[src/hdl/lzssd_pkg.sv]
`default_nettype none
package lzssd_pkg;

   localparam int unsigned OFFSET_W        = 12;
   localparam int unsigned LEN_W           = 5;
   localparam int unsigned MIN_MATCH       = 3;
   localparam int unsigned TOKENS_PER_FLAG = 8;
   localparam int unsigned CMD_DEPTH       = 4;

   // One unit of work for the copy engine: a literal (count is one) or a
   // window copy already trimmed to the bytes still owed.
   typedef struct packed {
      logic                literal;
      logic [OFFSET_W-1:0] value;      // literal byte in low bits, or window offset
      logic [LEN_W-1:0]    count;      // bytes to produce, 1 to 18
      logic                done;       // last byte of this command reaches output_size
   } cmd_type;

endpackage
`default_nettype wire

[src/hdl/lzssd_front.sv]
`default_nettype none
module lzssd_front (
   input  wire                  clock,
   input  wire                  reset,
   input  wire                  csr_we,
   input  wire  [31:0]          csr_wdata,
   input  wire                  req_tvalid,
   output logic                 req_tready,
   input  wire  [7:0]           req_tdata,   // in_byte
   input  wire                  req_tlast,   // end_of_input
   input  wire                  win_clearing,
   input  wire                  cmd_full,
   output logic                 cmd_push,
   output lzssd_pkg::cmd_type   cmd_data
);

   logic [31:0] size_ff,       size_in;
   logic [31:0] count_ff,      count_in;
   logic [7:0]  flags_ff,      flags_in;
   logic [3:0]  flags_left_ff, flags_left_in;
   logic        phase_ff,      phase_in;
   logic [7:0]  low_ff,        low_in;
   logic        fin_ff,        fin_in;

   logic                            accept;
   logic [32:0]                     diff;
   logic                            exhausted;
   logic [lzssd_pkg::LEN_W-1:0]     match_len;
   logic [lzssd_pkg::LEN_W-1:0]     eff_len;
   logic [lzssd_pkg::LEN_W-1:0]     push_len;
   logic                            push_done;

   assign req_tready = !win_clearing && !cmd_full;
   assign accept     = req_tvalid && req_tready;

   assign diff      = {1'b0, size_ff} - {1'b0, count_ff};
   assign exhausted = diff[32] || (diff[31:0] == 32'd0);
   assign match_len = {1'b0, req_tdata[3:0]} + lzssd_pkg::LEN_W'(lzssd_pkg::MIN_MATCH);
   // Trim a copy to the bytes still owed.
   assign eff_len   = (diff[31:0] < 32'(match_len)) ? diff[lzssd_pkg::LEN_W-1:0] : match_len;

   always_comb begin
      size_in       = csr_we ? csr_wdata : size_ff;
      count_in      = count_ff;
      flags_in      = flags_ff;
      flags_left_in = flags_left_ff;
      phase_in      = phase_ff;
      low_in        = low_ff;
      fin_in        = fin_ff;
      cmd_push      = 1'b0;
      push_len      = '0;
      push_done     = 1'b0;
      cmd_data.literal = 1'b0;
      cmd_data.value   = {req_tdata[7:4], low_ff};
      cmd_data.count   = eff_len;
      cmd_data.done    = 1'b0;

      if (accept) begin
         if (fin_ff || exhausted) begin
            fin_in = 1'b1;
         end else begin
            if (phase_ff) begin
               cmd_push = 1'b1;
               push_len = eff_len;
               phase_in = 1'b0;
            end else if (flags_left_ff == 4'd0) begin
               flags_in      = req_tdata;
               flags_left_in = 4'(lzssd_pkg::TOKENS_PER_FLAG);
            end else begin
               flags_in      = {1'b0, flags_ff[7:1]};
               flags_left_in = flags_left_ff - 4'd1;
               if (flags_ff[0]) begin
                  cmd_push         = 1'b1;
                  push_len         = lzssd_pkg::LEN_W'(1);
                  cmd_data.literal = 1'b1;
                  cmd_data.value   = {4'd0, req_tdata};
                  cmd_data.count   = lzssd_pkg::LEN_W'(1);
               end else begin
                  low_in   = req_tdata;
                  phase_in = 1'b1;
               end
            end
            push_done     = (diff[31:0] == 32'(push_len));
            cmd_data.done = cmd_push && push_done;
            count_in      = count_ff + 32'(push_len);
            fin_in        = req_tlast || (cmd_push && push_done);
         end
      end
   end

   always_ff @(posedge clock) begin
      if (reset) begin
         size_ff       <= '0;
         count_ff      <= '0;
         flags_ff      <= '0;
         flags_left_ff <= '0;
         phase_ff      <= 1'b0;
         low_ff        <= '0;
         fin_ff        <= 1'b0;
      end else begin
         size_ff       <= size_in;
         count_ff      <= count_in;
         flags_ff      <= flags_in;
         flags_left_ff <= flags_left_in;
         phase_ff      <= phase_in;
         low_ff        <= low_in;
         fin_ff        <= fin_in;
      end
   end

endmodule
`default_nettype wire

[config.mk]
export PLATFORM = sky130hd
export DESIGN_NAME = lzssd_front
export DESIGN_NICKNAME = d
export VERILOG_FILES = /design/src/hdl/lzssd_pkg.sv /design/src/hdl/lzssd_front.sv
export SDC_FILE = /design/constraint.sdc
export NUM_CORES = 1
export LEC_CHECK = 0
export CAP_MARGIN = 10
export CORE_ASPECT_RATIO = 1.1
export CORE_MARGIN = 3
export CORE_UTILIZATION = 65
export DETAILED_ROUTE_END_ITERATION = 10
export DONT_BUFFER_PORTS = 1
export GPL_ROUTABILITY_DRIVEN = 0
export GPL_TIMING_DRIVEN = 0
export PLACE_DENSITY = 0.87
export SLEW_MARGIN = 20
export SYNTH_ARGS = -nofsm -noshare
export SYNTH_HDL_FRONTEND = slang
export SYNTH_SLANG_ARGS = --single-unit
[constraint.sdc]
create_clock -name clock -period 7.45 [get_ports clock]
set_input_delay 1.1175 -clock clock [delete_from_list [all_inputs] [get_ports clock]]
set_output_delay 1.1175 -clock clock [all_outputs]
set_load 0.1 [all_outputs]
==> metrics, run 1 <==
share of layout cells above drive strength 1 approximately 10%; total placed cells including tap cells roughly 1100; run status finished, final reports clean; Core Area between 10000 and 15000 um^2; Post-CTS Setup Bufs 0; Mapped Cells roughly 910; TNS Setup 0 ps; DRC 0; Max Fclk approximately 150 MHz; Yosys reg bits 86; DIE AREA about 12000 um^2; Net Count, Synth 999; Peak VDD IR 0.1212 mV; Yosys top cell area share approximately a quarter; routed vias around 7300; clock share of power between 30% and 40%; Syn Std Cell Area 7118 um^2; critical path cell sequence inv_1 -> ha_1 -> buf_2 -> nand2_1 -> or4_4 -> o311ai_2 -> xor2_1 -> or4_1 -> nor4_2 -> and3_1 -> clkbuf_1 -> a21boi_0 -> nor3b_1 -> ha_1 -> a21o_1 -> a21oi_1 -> o21bai_1 -> a21oi_1 -> nor2_1 -> nand2_1 -> clkbuf_1 -> clkbuf_1 -> o31ai_1 -> a21oi_1; synth top area cells dfxtp_1 24%, ha_1 7.4%, mux2i_1 6.7%; clock latency at the later pin of the worst-skew pair roughly 350 ps; asr flop ratio synth 0%; RR Endpoint count_ff[21]$_SDFFE_PP0P_; DR iter-0 viols approximately 810; syn_area_per_cell 7.839 um^2; clk_skew ~8.5 ps; clock slew at reported path FFs 70 ps; Leak Pwr 3.074 nW; first-pass GRT wire length between 30 and 40 mm; setup ws final around 780 ps; layout filler cell count 818; Yosys Warn Count 0; Die X-Extent approximately 110 um; post-CTS sizing 0; number of H-tree levels 3; Worst Reg-to-Reg Cells 24; Slowest-stage cell, CP or4_4; final net count around 1000; num rows 39; WL/cell between 15 and 20 um; Int Pwr about 0.93 mW; largest area contributor in the netlist dfxtp_1; Worst Path Buf+Inv 5; Slew Limit Fails 0; root buf cell clkbuf_16; CP max FO 10; Layout Utilization 73.80%; initial antenna violation count 0; fin area between 7000 and 8000 um^2; Synth Flop Type dfxtp_1; hold path depth 2; Setup crit start kind flop; Antenna Cells 0; initial core utilization between 60% and 70%; Final min period 6668 ps; Required @ worst endpoint about 7700 ps; hold endpoint low_ff[4]$_SDFFE_PP0P_; Switching Share 35.92%; Setup crit end kind flop; Hold Buf Count CTS 0; vias per cell 6.846; clk sinks between 80 and 90; Worst-Margin Slew 1182 ps; Worst Path Arrival ~7000 ps; total clock buffers created by CTS 9; Sw Pwr approximately 0.52 mW; critical path's largest stage delay ~570 ps; GRT Resource Usage Total around 34%; I/O Pins 68; RSZ-0062 raised after global routing no; most frequent cells after synthesis 101 x nor2_1, 86 x dfxtp_1, 83 x nand2_1; final setup vio count 0; Antenna Violating Nets Remaining 0; vias in the first global route about 7000; maximum capacitance violations 0; Port-buffer cells 0; Detailed Place HPWL approximately 16 mm; Area after DPL 7448 um^2; kind of critical path reg -> reg; post-synthesis sequential area ratio between 20% and 30%; slew margin rel. around a fifth; Max Root-Sink Buffers 2; Post-synth EDFFs 0; Reg2Reg Setup Slack around 780 ps; chip height about 120 um; kind of cell adding the most delay to the critical path simple AND/OR/NAND/NOR gates; Power Dens Cells around 190 nW/um^2; Final Cycle Share 89.50%; R2R Path Start count_ff[18]$_SDFFE_PP0P_; largest net degree at the start of global routing 17; post-synth cell types 84; DRT Wirelength 21.09 mm; most common cell in the netlist nor2_1; Area Growth Syn to Fin 9.281%; setup slack at placement 1005 ps; sequential share of power between 30% and 40%; hold path startpoint low_ff[4]$_SDFFE_PP0P_; drt pass-1 iters 6; count of final hold-check violations 0; Non-Filler Instances 1073; Comb power frac about a third; TritonCTS clock tree yes; hold crit path type reg -> reg; total gr overflow 0
[cell usage in the layout (no fill, tap or decap), types with 7 or more instances in the layout]
master,count
a21o_1,8
a21oi_1,70
a311oi_1,9
and2_1,7
and3_1,9
buf_1,9
buf_2,11
buf_6,8
clkbuf_1,19
clkbuf_16,9
dfxtp_1,86
ha_1,42
inv_1,52
mux2_2,9
mux2i_1,48
nand2_1,83
nand2b_1,8
nand3_1,25
nand4_1,21
nor2_1,100
nor3_1,21
nor4_1,15
o211ai_1,11
o21a_1,7
o21ai_0,23
o21ai_1,16
o31ai_1,12
or3_1,10
or4_1,23
xnor2_1,16
[final cells by class]
class	count	area, um^2	area share, %
multi-input combinational	722	4980	64.02
sequential	86	1722	22.13
buffer	48	269.0	3.458
clock buffer	9	225.2	2.895
inverter	52	195.2	2.509
tap	143	178.9	2.300
clock inverter	7	105.1	1.351
timing repair buffer	6	103.9	1.335
[metrics by stage]
stage	hold WS, ps	power [mW]
5_1_grt	483.5	1.508
2_1_floorplan	432.2	0.8361
3_3_place_gp	442.7	0.9148
4_1_cts	460.1	1.436
6_report	462.3	1.456
3_5_place_dp	450.8	0.9329
[flip-flops by register name, summed over array words and instances (netlist names)]
name and count:
flags_left_ff 4, phase_ff 1, fin_ff 1, low_ff 8, count_ff 32, size_ff 32
flags_ff 8
[per-layer routing]
metal / vias up / GRT usage, % / part of all wire [%]
li1: 3416 / - / -
met1: 3372 / 41.07 / 38
met2: 443 / 58.21 / 47
met3: 115 / 6.518 / 9.4
met4: 0 / 19.00 / 5.6
met5: - / 0 / 0
[logic make-up (layout without fill, tap and decap cells)]
family	Yosys count	count (layout)	share of synthesized area, %
flops	86	86	24.19
xor+xnor	21	21	2.584
compound gates	233	233	23.20
buf+inv	100	122	6.521
fa+ha+maj	44	44	7.945
mux	65	65	9.650
simple gates	359	359	25.91
[power groups by stage]
stage | clock network (mW) | logic [mW] | registers, mW
floorplan | 0 | 0.346 | 0.490
global placement | 0 | 0.422 | 0.493
detailed placement | 0 | 0.439 | 0.494
CTS | 0.509 | 0.445 | 0.483
global route | 0.530 | 0.494 | 0.485
finish | 0.515 | 0.458 | 0.483
[tightest hold or removal path: cells and delay by family (launching register included)]
kind	cells	cell delay, ps
flops	1	310
mux	1	50
simple gates	1	50
[how the worst max path moves through the flow]
stage,start,end,slack [ps],cells past startpoint
6_report,count_ff[18]$_SDFFE_PP0P_,count_ff[21]$_SDFFE_PP0P_,780,24
5_1_grt,count_ff[5]$_SDFFE_PP0P_,count_ff[11]$_SDFFE_PP0P_,330,22
4_1_cts,count_ff[5]$_SDFFE_PP0P_,cmd_data[1],960,13
3_5_place_dp,count_ff[18]$_SDFFE_PP0P_,count_ff[21]$_SDFFE_PP0P_,1010,24
3_3_place_gp,count_ff[18]$_SDFFE_PP0P_,cmd_data[4],260,14
2_1_floorplan,size_ff[0]$_SDFFE_PP0P_,cmd_data[2],770,15
Note: power is estimated with default switching activity, not from simulation.
==> run 2: changes to the inputs <==
--- a/config.mk
+++ b/config.mk
@@ -6,7 +6,6 @@
 export NUM_CORES = 1
 export LEC_CHECK = 0
 export CAP_MARGIN = 10
-export CORE_ASPECT_RATIO = 1.1
 export CORE_MARGIN = 3
 export CORE_UTILIZATION = 65
 export DETAILED_ROUTE_END_ITERATION = 10
==> run 2 against run 1 <==
  * Critical path depth shrank 2
  * Critical endpoint is now count_ff[17]$_SDFFE_PP0P_
  * Register-to-register slack lost 60 ps
  * Via count shrank 1.4%
==> metrics, run 2 (synthesis gave the netlist of run 1 again) <==
run status finished, final reports clean; met3 Use GR 5.425% (-1.1 points); final setup vio count 0 (unchanged); Required @ worst endpoint 7770 ps (+40 ps); total clock buffers created by CTS 9 (unchanged); Hold Buf Count CTS 0 (unchanged); clock slew at reported path FFs 100 ps (+30 ps); Slew Limit Fails 0 (unchanged); DIE AREA 12240 um^2 (about the same); final net count 1016 (unchanged); Detailed Place HPWL 15.94 mm (-1.4%); Slowest-stage cell, CP nor4_1; drt pass-1 iters 6 (unchanged); total gr overflow 0 (unchanged); DR iter-0 viols 773 (-4.1%); hold slack 463.7 ps (+1.401 ps); num rows 37 (-5.1%); I/O Pins 68 (unchanged); vias in the first global route 6962 (-2.2%); DRC 0 (unchanged); most frequent cells in the layout 100 x nor2_1, 86 x dfxtp_1, 83 x nand2_1; Area after DPL 7427 um^2 (-0.29%); Power Dens Cells 165.9 nW/um^2 (-11%); Core Area 10510 um^2 (-0.30%); Final min period 6730 ps (+62.34 ps); CP most frequent cell a21oi_1; clk_skew 16.23 ps (+7.744 ps); TritonCTS clock tree yes; Setup crit start kind flop; Antenna Violating Nets Remaining 0 (unchanged); maximum capacitance violations 0 (unchanged); slew margin rel. 28.24% (+7.0 points); routing usage on met2 53.68% (-4.5 points); Worst-Margin Slew 1072 ps (-111.0 ps); layout filler cell count 834 (+2.0%); TNS Setup 0 ps (unchanged); Largest regs count_ff (32), size_ff (32); Peak VDD IR 0.1405 mV (+16%); Leak Pwr 3.004 nW (-2.3%); Die X-Extent 110.6 um (+4.6%); number of H-tree levels 3 (unchanged); GRT Resource Usage Total 32.76% (-1.5 points); met1 Resource Use GR 41.18% (+0.11 points); RSZ-0062 raised after global routing no; critical path cell sequence inv_1 -> ha_1 -> a21oi_2 -> a211oi_1 -> o31a_1 -> or4_1 -> a21o_1 -> and2_1 -> nor4_1 -> a21boi_0 -> nor3b_1 -> ha_1 -> a21o_1 -> a21oi_1 -> o21bai_1 -> a21oi_1 -> nor2_1 -> nand2_1 -> clkbuf_1 -> clkbuf_1 -> o31ai_1 -> a21oi_1; Area Growth Syn to Fin 7.014%; critical path's largest stage delay 850 ps (+280 ps); most common cell after layout, fill and taps aside nor2_1; Worst Path Arrival 7050 ps (+100 ps); Setup crit end kind flop; routed vias 7244 (-1.4%); Power Total 1.264 mW (-13%); Max Root-Sink Buffers 2 (unchanged); initial antenna violation count 0 (unchanged); DRT Wirelength 20.65 mm (-2.1%); chip height 110.6 um (-4.4%); clock latency at the later pin of the worst-skew pair 390 ps (+40 ps); hold crit path type reg -> reg; share of layout cells above drive strength 1 10.00% (-0.11 points); fin area 7617 um^2 (-2.1%); vias per cell 6.795 (-0.74%); WL/cell 19.37 um (-1.4%); Post-CTS Setup Bufs 0 (unchanged); largest net degree at the start of global routing 16 (-1); Max Fclk 148.6 MHz (-0.93%); Final Cycle Share 90.34% (+0.84 points); post-CTS sizing 0 (unchanged); root buf cell clkbuf_8; count of final hold-check violations 0 (unchanged); GRT Max-Usage Layer met2; Port-buffer cells 0 (unchanged); first-pass GRT wire length 33.44 mm (-2.1%); initial core utilization 67.73% (+0.20 points); Antenna Cells 0 (unchanged); clk sinks 86 (unchanged); CP max FO 10 (unchanged); kind of critical path reg -> reg
==> run 2: cell types whose count changed in the layout (fill, tap and decap cells not counted), sizes merged <==
cell	delta
bufinv	-2
clkbuf	+2
==> run 2: worst paths after layout <==
check / from / to / slack (ps) / cells after the start
max: count_ff[5]$_SDFFE_PP0P_ / count_ff[17]$_SDFFE_PP0P_ / 720 / 22
min: low_ff[5]$_SDFFE_PP0P_ / low_ff[5]$_SDFFE_PP0P_ / 460 / 2
max reg2reg: count_ff[5]$_SDFFE_PP0P_ / count_ff[17]$_SDFFE_PP0P_ / 720 / 22
min reg2reg: low_ff[5]$_SDFFE_PP0P_ / low_ff[5]$_SDFFE_PP0P_ / 460 / 2
==> run 2: through the flow <==
step	util, %	std cells	setup slack [ps]
4_1_cts	72.41	1066	890.2
5_1_grt	72.48	1066	383.3
3_5_place_dp	70.68	1050	941.9
2_1_floorplan	-	908	771.4
6_report	72.48	1066	719.8
3_3_place_gp	69.35	1044	236.3
==> run 2: final cells by class <==
type                            instances  area, um^2  share of cell area, %
Multi-Input combinational cell        722        4987                  65.47
Timing Repair Buffer                    6       91.34                  1.199
Tap cell                              136       170.2                  2.234
Clock buffer                           11       141.4                  1.856
Buffer                                 48       269.0                  3.532
Inverter                               52       195.2                  2.562
Clock inverter                          5       41.29                 0.5420
Sequential cell                        86        1722                  22.60
==> run 2: worst max-delay path: cells and delay by family (launching register included) <==
| family | cells | cell delay, ps |
|---|---|---|
| DFF | 1 | 400 |
| AOI/OAI and AO/OA | 11 | 2340 |
| and+or+nand+nor | 6 | 2310 |
| buffers and inverters | 3 | 890 |
| adders and majority gates | 2 | 720 |
==> run 2: routing by layer <==
layer | share of wire, % | vias up | wire length [um]
li1 | - | 3392 | -
met3 | 9.2 | 77 | 1910
met2 | 47 | 429 | 9605
met1 | 40 | 3346 | 8221
met5 | 0 | - | 0
met4 | 4.4 | 0 | 915
==> run 2: power breakdown <==
group          total (mW)  switching, mW  internal (mW)
logic               0.453          0.293          0.160
clock network       0.328          0.193          0.135
registers           0.483        0.00960          0.473
total                1.26          0.496          0.768
