[src/hdl/lzssd_pkg.sv]
`default_nettype none
package lzssd_pkg;

   localparam int unsigned OFFSET_W        = 12;
   localparam int unsigned LEN_W           = 5;
   localparam int unsigned MIN_MATCH       = 3;
   localparam int unsigned TOKENS_PER_FLAG = 8;
   localparam int unsigned CMD_DEPTH       = 4;

   // One unit of work for the copy engine: a literal (count is one) or a
   // window copy already trimmed to the bytes still owed.
   typedef struct packed {
      logic                literal;
      logic [OFFSET_W-1:0] value;      // literal byte in low bits, or window offset
      logic [LEN_W-1:0]    count;      // bytes to produce, 1 to 18
      logic                done;       // last byte of this command reaches output_size
   } cmd_type;

endpackage
`default_nettype wire

[src/hdl/lzssd_cmd_fifo.sv]
`default_nettype none
module lzssd_cmd_fifo (
   input  wire                  clock,
   input  wire                  reset,
   input  wire                  push,
   input  lzssd_pkg::cmd_type   push_data,
   output logic                 full,
   input  wire                  pop,
   output logic                 not_empty,
   output lzssd_pkg::cmd_type   pop_data
);

   localparam int unsigned PW = $clog2(lzssd_pkg::CMD_DEPTH);

   lzssd_pkg::cmd_type entry_ff [lzssd_pkg::CMD_DEPTH];
   logic [PW-1:0] wr_ptr_ff, wr_ptr_in;
   logic [PW-1:0] rd_ptr_ff, rd_ptr_in;
   logic [PW:0]   fill_ff,   fill_in;

   assign full      = (fill_ff == (PW+1)'(lzssd_pkg::CMD_DEPTH));
   assign not_empty = (fill_ff != '0);
   assign pop_data  = entry_ff[rd_ptr_ff];

   always_comb begin
      wr_ptr_in = push ? wr_ptr_ff + PW'(1) : wr_ptr_ff;
      rd_ptr_in = pop  ? rd_ptr_ff + PW'(1) : rd_ptr_ff;
      fill_in   = fill_ff + (PW+1)'(push) - (PW+1)'(pop);
   end

   always_ff @(posedge clock) begin
      if (push) begin
         entry_ff[wr_ptr_ff] <= push_data;
      end
   end

   always_ff @(posedge clock) begin
      if (reset) begin
         wr_ptr_ff <= '0;
         rd_ptr_ff <= '0;
         fill_ff   <= '0;
      end else begin
         wr_ptr_ff <= wr_ptr_in;
         rd_ptr_ff <= rd_ptr_in;
         fill_ff   <= fill_in;
      end
   end

endmodule
`default_nettype wire

[config.mk]
export PLATFORM = sky130hd
export DESIGN_NAME = lzssd_cmd_fifo
export DESIGN_NICKNAME = d
export VERILOG_FILES = /design/src/hdl/lzssd_pkg.sv /design/src/hdl/lzssd_cmd_fifo.sv
export SDC_FILE = /design/constraint.sdc
export NUM_CORES = 1
export LEC_CHECK = 0
export BUFFER_PORTS_ARGS = -buffer_cell sky130_fd_sc_hd__buf_2
export CAP_MARGIN = 0
export CORE_UTILIZATION = 56
export CTS_CLUSTER_SIZE = 14
export DETAILED_ROUTE_END_ITERATION = 10
export PLACE_DENSITY_LB_ADDON = 0.25
export SYNTH_ARGS = -nofsm -noshare
export SYNTH_HDL_FRONTEND = slang
export SYNTH_SLANG_ARGS = --single-unit
[constraint.sdc]
create_clock -name clock -period 1.84 [get_ports clock]
set_input_delay 0.276 -clock clock [delete_from_list [all_inputs] [get_ports clock]]
set_output_delay 0.276 -clock clock [all_outputs]
set_load 0.05 [all_outputs]
==> impl_metrics.json, run 1 <==
{
  "vias": 1490,
  "fmax_mhz": 532,
  "synthesis.instances": 141,
  "pwr-share-comb_pct": 18.9,
  "viasPerCell": 5.44,
  "maxCapViolCount": 0,
  "initial_core_util_pct": 58.2,
  "syn_area_per_cell_um2": 22.9,
  "rr_startpoint": "wr_ptr_ff[0]",
  "setup_viol": 18,
  "hpwl_mm": 3.37,
  "slew_headroom_pct": 38.1,
  "regToRegSetupSlack_ns": 0.12,
  "post_cts_buffers": 0,
  "grt_overflow_total": 0,
  "crit_chain": "buf_16, mux4_2, buf_6",
  "ir_drop_mv": 0.688,
  "slew_viol_final": 0,
  "layoutNonFillerInstCount": 274,
  "cts_made_buffers": 9,
  "die-area_mm2": 0.00607,
  "worst_pin_slew_ns": 0.928,
  "grt_setup_unrepaired": "yes",
  "p_clk_share_pct": 30.2,
  "post-route-drc-count": 0,
  "yosys_warnings": 0,
  "synth-seq-area-share_pct": 76.3,
  "p_sw_mw": 1.14,
  "p_per_area_mw_per_mm2": 1150,
  "cts_tree": "built",
  "ant_nets": 0,
  "clkLatencyLatePin_ns": 0.33,
  "clock-sinks": 85,
  "seq_power_share_pct": 50.9,
  "dp_cells": 257,
  "netlist_area_mm2": 0.00323,
  "worstPathMaxFanout": 9,
  "cts_buffer_depth": 2,
  "crit_end": "pop_data[13]",
  "cts_max_level": 3,
  "place.port_buffers": 43,
  "rows": 27,
  "first_iter_violations": 117,
  "grt_first_pass_wirelength_mm": 8.46,
  "period_minus_slack_ns": 1.88,
  "drt-total-wl_mm": 5.55,
  "finalClockSkew_ns": 0.00530,
  "worst_setup_path_end_kind": "output pin",
  "power.share.switching_pct": 25.6,
  "setup.worst_path.start_class": "register",
  "gp_congestion": 0.716,
  "status": "complete, but fails checks",
  "chipWidth_um": 77.9,
  "reg2reg_depth": 3,
  "cellLeakagePower_nw": 1.37,
  "die_h_um": 77.9,
  "fin_ws_ns": -0.0384,
  "wl_per_cell_um": 20.2,
  "crit_required_ns": 1.56,
  "ys_top_cells_by_area": "edfxtp_1, mux4_1, mux4_2, dfxtp_1, ha_1",
  "antenna_found_initial": 0,
  "io_pins": 44,
  "synth_top_area_share_pct": 70.8,
  "ys_types": 21,
  "fin_setup_tns_ns": -0.308,
  "p_int_mw": 3.31,
  "groute.usage.overall_pct": 20.2,
  "critPathKind": "reg2out",
  "cts-root-buf": "clkbuf_8",
  "synth-seq-cells": 85,
  "slowest_stage": "mux4_2",
  "grt_pass1_vias": 1619,
  "violations": "setup timing",
  "hold_viol": 0,
  "timing.rr.end": "entry_ff[2][5]",
  "clk_pin_slew_ns": 0.08,
  "fin_crit_sh_pct": 102,
  "grt_max_degree": 20,
  "fin_area_mm2": 0.00387,
  "syn_nets": 171,
  "drive_above_1_share_pct": 41.6,
  "synth_top_cell_by_area": "edfxtp_1",
  "fp.coreArea_mm2": 0.00554,
  "area_growth_syn_to_layout_pct": 19.9,
  "cp.arrival_ns": 1.60,
  "crit_path_max_incr_delay_ns": 0.54,
  "dr.pass1.iters": 5,
  "diodes": 0,
  "min_path_type": "in2reg",
  "dpl_cell_area_mm2": 0.00354,
  "final_nets": 227
}
[cell type report]
class	instances	area (µm²)
Multi-Input combinational cell	46	667
Fill cell	337	1670
Clock buffer	10	128
Clock inverter	6	77.6
Inverter	6	22.5
Sequential cell	85	2470
Timing Repair Buffer	49	415
Tap cell	72	90.1
[worst min-delay path by stage]
stage,slack [ns],from,cells after the start,end
final,0.15,push_data[18],1,entry_ff[2][18]
after global routing,0.14,push_data[18],1,entry_ff[2][18]
after CTS,0.14,push_data[10],1,entry_ff[2][10]
after detailed placement,0.49,push_data[10],1,entry_ff[2][10]
after global placement,0.49,push_data[16],1,entry_ff[2][16]
after floorplan,0.35,reset,1,fill_ff[0]
[cell families after synthesis]
family          after synthesis  synth area share [%]
mux                          20                  14.6
simple gates                 14                  2.37
flops                        85                  76.3
fa+ha+maj                     7                  2.95
compound gates                2                 0.465
xor+xnor                      3                  1.28
buf+inv                      10                  1.98
[sequential cells by signal, summed over array words and instances (netlist names), named ones only]
signal	cells
fill_ff	3
rd_ptr_ff	2
wr_ptr_ff	2
entry_ff	76
[metrics by stage]
stage                     power (mW)  utilization [%]  setup WS [ns]  hold slack (ns)
after detailed placement        3.03             63.9       -0.00227            0.494
final                           4.45             69.8        -0.0384            0.147
after global placement          2.99             63.9         0.0871            0.485
after CTS                       4.47             69.8        -0.0530            0.136
after floorplan                 2.85                -          0.186            0.348
after global routing            4.59             69.8        -0.0884            0.141
[layer usage]
metal / global-route usage (%) / routed length (µm) / vias to the layer above
met2: 35.3 / 3050 / 42
met3: 3.65 / 134 / 11
met4: 10.7 / 116 / 0
met5: 0 / 0 / -
li1: - / - / 677
met1: 23.8 / 2240 / 760
[cell usage in the layout (no fill, tap or decap), types with 2 or more instances in the layout]
cell type	netlist	routed
bufinv_16	0	2
mux4_2	10	19
nor2_1	5	5
clkinv_1	0	2
nor2b_1	2	2
clkbuf_8	0	9
dfxtp_1	9	8
buf_6	1	18
clkinv_2	0	2
and2_1	4	3
edfxtp_1	76	76
ha_1	6	6
buf_2	2	24
buf_4	0	4
xnor2_1	2	2
inv_1	6	6
[power by group through the flow]
stage	logic (mW)	registers, mW	clock network (mW)
detailed placement	0.730	2.30	0
global placement	0.702	2.29	0
floorplan	0.561	2.28	0
CTS	0.845	2.27	1.36
finish	0.840	2.26	1.34
global route	0.887	2.27	1.43
[synthesized netlist by cell type]
| library cell | instances |
|---|---|
| nor2b_1 | 2 |
| xnor2_1 | 2 |
| nand3b_1 | 1 |
| inv_1 | 6 |
| mux2i_1 | 1 |
| buf_2 | 2 |
| a21bo_2 | 1 |
| buf_6 | 1 |
| mux4_2 | 10 |
| buf_12 | 1 |
| a21oi_1 | 1 |
| fa_1 | 1 |
| ha_1 | 6 |
| mux4_1 | 9 |
| or3_1 | 1 |
| and2_1 | 4 |
| and3_1 | 1 |
| edfxtp_1 | 76 |
| dfxtp_1 | 9 |
| nor2_1 | 5 |
| xor3_1 | 1 |
[critical path: cells and delay by family (launching register included)]
family | cells | cell delay [ns]
muxes | 1 | 0.54
DFF | 1 | 0.40
buffers and inverters | 2 | 0.33
[repair_timing]
| action | CTS | global route |
|---|---|---|
| gates cloned | 1 | 0 |
| setup endpoints to repair | 19 | 38 |
| hold buffers | 0 | 0 |
| pin swaps | 0 | 1 |
| gates resized for setup | 51 | 1 |
Power figures use the tool's default switching activity.
==> run 2, diff against run 1 <==
Settings changed: CAP_MARGIN 0 to 10, MAX_ROUTING_LAYER set to met4.
==> run 2 against run 1 <==
The run still ends with setup timing left. Critical endpoint unchanged. Global-route usage is 0.60 points higher. Power hardly changed. Clock power hardly changed. Maximum frequency is 0.33% lower. Clock skew hardly changed. Via count is 0.54% lower. Combinational power hardly changed. Design area stayed put. Highest routed layer unchanged. First-iteration DRC count is 11% higher. Largest power group unchanged.
==> impl_metrics.json, run 2 (synthesis results as in run 1) <==
{
  "period_minus_slack_ns": 1.88,
  "antenna_found_initial": 0,
  "place.port_buffers": 43,
  "fin_ws_ns": -0.0446,
  "pwr-share-comb_pct": 18.9,
  "chipWidth_um": 77.9,
  "utilization_pct": 69.8,
  "p_clk_share_pct": 30.2,
  "regMostFlops": "entry_ff",
  "worst_setup_path_end_kind": "output pin",
  "timing.rr.end": "entry_ff[2][17]",
  "diodes": 0,
  "vias": 1482,
  "post-route-drc-count": 0,
  "drive_above_1_share_pct": 41.6,
  "layoutNonFillerInstCount": 274,
  "regToRegSetupSlack_ns": 0.13,
  "cts_made_buffers": 9,
  "route.met2.wl_mm": 2.98,
  "largestRegisters": "entry_ff (76), fill_ff (3)",
  "hold_viol": 0,
  "cts-root-buf": "clkbuf_8",
  "seq_power_share_pct": 50.9,
  "fin_setup_tns_ns": -0.308,
  "final_common_cell": "edfxtp_1",
  "clk_pin_slew_ns": 0.08,
  "grt_max_degree": 20,
  "cts_tree": "built",
  "crit_chain": "buf_16, mux4_2, buf_6",
  "multi_input_area_um2": 667,
  "p_int_mw": 3.31,
  "largest_reg_flops": 76,
  "grt_first_pass_wirelength_mm": 8.48,
  "viasPerCell": 5.41,
  "drt-total-wl_mm": 5.53,
  "grt_overflow_total": 0,
  "setup.worst_path.start_class": "register",
  "critPathKind": "reg2out",
  "clkLatencyLatePin_ns": 0.33,
  "fin_crit_sh_pct": 102,
  "hpwl_mm": 3.37,
  "first_iter_violations": 130,
  "gp_congestion": 0.725,
  "groute.usage.overall_pct": 20.8,
  "cts_buffer_depth": 2,
  "slew_headroom_pct": 39.1,
  "clock-sinks": 85,
  "route.met3.wl_um": 142,
  "maxCapViolCount": 0,
  "setup_viol": 18,
  "p_per_area_mw_per_mm2": 1150,
  "grt_pass1_vias": 1621,
  "initial_core_util_pct": 58.2,
  "power.share.switching_pct": 25.6,
  "grt_setup_unrepaired": "yes",
  "fmax_mhz": 531,
  "min_path_type": "in2reg",
  "crit_end": "pop_data[13]",
  "worst_pin_slew_ns": 0.913,
  "fill_cells": 337,
  "die-area_mm2": 0.00607,
  "finalClockSkew_ns": 0.00560,
  "slew_viol_final": 0,
  "dp_cells": 257,
  "worstPathMaxFanout": 9,
  "cts_max_level": 3,
  "io_pins": 44,
  "cellLeakagePower_nw": 1.37,
  "final_nets": 227,
  "slowest_stage": "mux4_2",
  "post_cts_buffers": 0,
  "top_layer": "met4",
  "finalPower_mw": 4.45,
  "fp.coreArea_mm2": 0.00554,
  "p_sw_mw": 1.14,
  "ant_nets": 0,
  "wl_per_cell_um": 20.2,
  "violations": "setup timing",
  "regArea_mm2": 0.00247,
  "crit_required_ns": 1.56,
  "die_h_um": 77.9,
  "met1_length_mm": 2.25,
  "rows": 27,
  "crit_path_max_incr_delay_ns": 0.54,
  "reg2reg_depth": 3,
  "ir_drop_mv": 0.689,
  "most-common-layout-cells": "edfxtp_1, buf_2, mux4_2",
  "hold_start": "push_data[2]",
  "post-place-ws_ns": -0.00227,
  "rr_startpoint": "wr_ptr_ff[0]",
  "cp.arrival_ns": 1.61,
  "status": "complete, but fails checks",
  "dr.pass1.iters": 4,
  "area_growth_syn_to_layout_pct": 19.9
}
## run 2: cell counts in the layout (fill, tap and decap cells not counted)
Identical to the previous run, type by type.
## run 2: what timing repair did
action / CTS / global route
hold buffers: 0 / 0
pin swaps: 0 / 1
hold endpoints to repair: 0 / 0
gates resized for setup: 51 / 1
cloned: 1 / 0
endpoints found under the setup margin: 19 / 38
## run 2: per-layer routing
layer / GRT usage, % / up-vias
li1: - / 675
met1: 24.0 / 752
met2: 35.1 / 41
met3: 3.65 / 14
met4: 10.7 / 0
met5: - / -
## run 2: how the worst min path moves through the flow
| stage | to | cells after the start |
|---|---|---|
| final | entry_ff[0][2] | 1 |
| after global routing | entry_ff[2][18] | 1 |
| after CTS | entry_ff[2][10] | 1 |
| after detailed placement | entry_ff[2][10] | 1 |
| after global placement | entry_ff[2][16] | 1 |
| after floorplan | fill_ff[0] | 1 |
## run 2: layout make-up
type                    instances  area share (%)
multi-input cells              46            17.2
flip-flops and latches         85            63.8
well taps                      72            2.33
clock inverters                 6            2.01
repair buffers                 49            10.7
inverters                       6           0.583
clock buffers                  10            3.30
## run 2: metrics by stage
stage                     cell area [µm²]  hold WS, ns
after floorplan                      3230        0.348
after global routing                 3870        0.141
after CTS                            3860        0.136
after global placement               3540        0.485
final                                3870        0.151
after detailed placement             3540        0.494
## run 2: worst max-delay path: cells and delay by family (launching register included)
family | cells | cell delay (ns)
muxes | 1 | 0.54
DFF | 1 | 0.40
buffers and inverters | 2 | 0.33
## run 2: power groups by stage
stage | Combinational (mW) | Clock [mW] | Sequential, mW
2_1_floorplan | 0.561 | 0 | 2.28
3_3_place_gp | 0.702 | 0 | 2.29
3_5_place_dp | 0.730 | 0 | 2.30
4_1_cts | 0.845 | 1.36 | 2.27
5_1_grt | 0.887 | 1.43 | 2.27
6_report | 0.840 | 1.34 | 2.26
==> run 3, diff against run 2 <==
Settings changed: RECOVER_POWER set to 25.
==> run 3 against run 2 <==
The flow still finishes with violations (setup timing). Cell count stayed put. Clock power hardly changed. Largest power group unchanged. Critical path type unchanged. Clock skew hardly changed. Via count is 0.27% higher. Worst setup slack better by 0.011 ns. Non-clock buffer count stayed put.
==> impl_metrics.json, run 3 (synthesis results as in run 1) <==
{
  "period_minus_slack_ns": 1.87,
  "slew_headroom_pct": 39.0,
  "cts_buffer_depth": 2,
  "finalClockSkew_ns": 0.00578,
  "post-place-ws_ns": -0.00227,
  "worst_pin_slew_ns": 0.915,
  "status": "complete, but fails checks",
  "vias": 1486,
  "p_per_area_mw_per_mm2": 1150,
  "clk_pin_slew_ns": 0.08,
  "groute.usage.overall_pct": 20.8,
  "setup.worst_path.start_class": "register",
  "io_pins": 44,
  "fin_ws_ns": -0.0337,
  "rows": 27,
  "hold_slack_ns": 0.162,
  "timing.rr.end": "entry_ff[2][5]",
  "initial_core_util_pct": 58.2,
  "cts_max_level": 3,
  "cts-root-buf": "clkbuf_8",
  "final_nets": 227,
  "die_h_um": 77.9,
  "critPathKind": "reg2out",
  "grt_pass1_vias": 1621,
  "post_cts_buffers": 0,
  "dpl_cell_area_mm2": 0.00354,
  "cp.arrival_ns": 1.60,
  "dp_cells": 257,
  "fill_cells": 349,
  "regToRegSetupSlack_ns": 0.13,
  "grt_first_pass_wirelength_mm": 8.48,
  "die-area_mm2": 0.00607,
  "antenna_found_initial": 0,
  "clock-sinks": 85,
  "setup_viol": 18,
  "hold_viol": 0,
  "hold_buffers": 0,
  "fin_area_mm2": 0.00385,
  "regMostFlops": "entry_ff",
  "grt_max_degree": 20,
  "post-route-drc-count": 0,
  "wl_per_cell_um": 20.2,
  "ant_nets": 0,
  "fmax_mhz": 534,
  "maxCapViolCount": 0,
  "hpwl_mm": 3.37,
  "viasPerCell": 5.42,
  "diodes": 0,
  "largest_reg_flops": 76,
  "min_path_type": "in2reg",
  "area_growth_syn_to_layout_pct": 19.4,
  "crit_required_ns": 1.56,
  "worstPathMaxFanout": 9,
  "drive_above_1_share_pct": 35.6,
  "dr.pass1.iters": 4,
  "largestRegisters": "entry_ff (76), fill_ff (3)",
  "fin_crit_sh_pct": 102,
  "most-common-layout-cells": "edfxtp_1, mux4_2, buf_6",
  "layoutNonFillerInstCount": 274,
  "worst_setup_path_end_kind": "output pin",
  "grt_overflow_total": 0,
  "gp_congestion": 0.725,
  "ir_drop_mv": 0.689,
  "grt_setup_unrepaired": "yes",
  "rr_startpoint": "wr_ptr_ff[0]",
  "cellLeakagePower_nw": 1.34,
  "violations": "setup timing",
  "cts_tree": "built",
  "reg2reg_depth": 3,
  "crit_end": "pop_data[13]",
  "slew_viol_final": 0,
  "chipWidth_um": 77.9,
  "utilization_pct": 69.5,
  "first_iter_violations": 133,
  "clkLatencyLatePin_ns": 0.33,
  "drt-total-wl_mm": 5.53,
  "cts_made_buffers": 9,
  "final_common_cell": "edfxtp_1",
  "place.port_buffers": 43,
  "fp.coreArea_mm2": 0.00554
}
## run 3: changes by cell type in the layout (fill, tap and decap cells not counted), sizes merged
| cell | previous run | this run |
|---|---|---|
| buf | 49 | 37 |
| clkbuf | 10 | 22 |
## run 3: through the flow
stage / setup TNS (ns) / total power, mW
2_1_floorplan: 0 / 2.85
3_3_place_gp: 0 / 2.99
3_5_place_dp: -0.00227 / 3.03
4_1_cts: -0.701 / 4.47
5_1_grt: -1.20 / 4.59
6_report: -0.261 / 4.44
## run 3: where the power goes
group | switching (mW) | internal (mW)
logic | 0.498 | 0.338
registers | 0.0476 | 2.22
clock network | 0.590 | 0.751
total | 1.14 | 3.31
## run 3: worst max-delay path: stages, from the launching register on
cell and delay, ns:
dfxtp_4 0.40, buf_16 0.15, mux4_2 0.53, buf_6 0.17
## run 3: how the worst min path moves through the flow
stage / start / end / slack (ns) / cells after the start
floorplan: reset / fill_ff[0] / 0.35 / 1
global placement: push_data[16] / entry_ff[2][16] / 0.49 / 1
detailed placement: push_data[10] / entry_ff[2][10] / 0.49 / 1
CTS: push_data[10] / entry_ff[2][10] / 0.14 / 1
global route: push_data[4] / entry_ff[1][4] / 0.16 / 1
finish: push_data[4] / entry_ff[1][4] / 0.16 / 1
## run 3: area by class of cell
class / count / area [µm²] / share of cell area, %
inverter: 6 / 22.5 / 0.585
multi-input combinational: 46 / 667 / 17.3
tap: 72 / 90.1 / 2.34
sequential: 85 / 2470 / 64.0
timing repair buffer: 49 / 400 / 10.4
clock inverter: 6 / 77.6 / 2.01
clock buffer: 10 / 128 / 3.31
## run 3: per-layer routing
metal / part of all wire [%] / up-vias / global-route usage [%]
met5: 0 / - / -
met4: 2.6 / 0 / 10.7
met3: 2.6 / 14 / 3.65
met2: 55 / 42 / 35.1
li1: - / 676 / -
met1: 40 / 754 / 24.0
## run 3: repair_timing
item,4_1_cts,5_1_grt
pin swaps,0,1
setup endpoints to repair,19,38
gates cloned,1,0
resized for setup,51,1
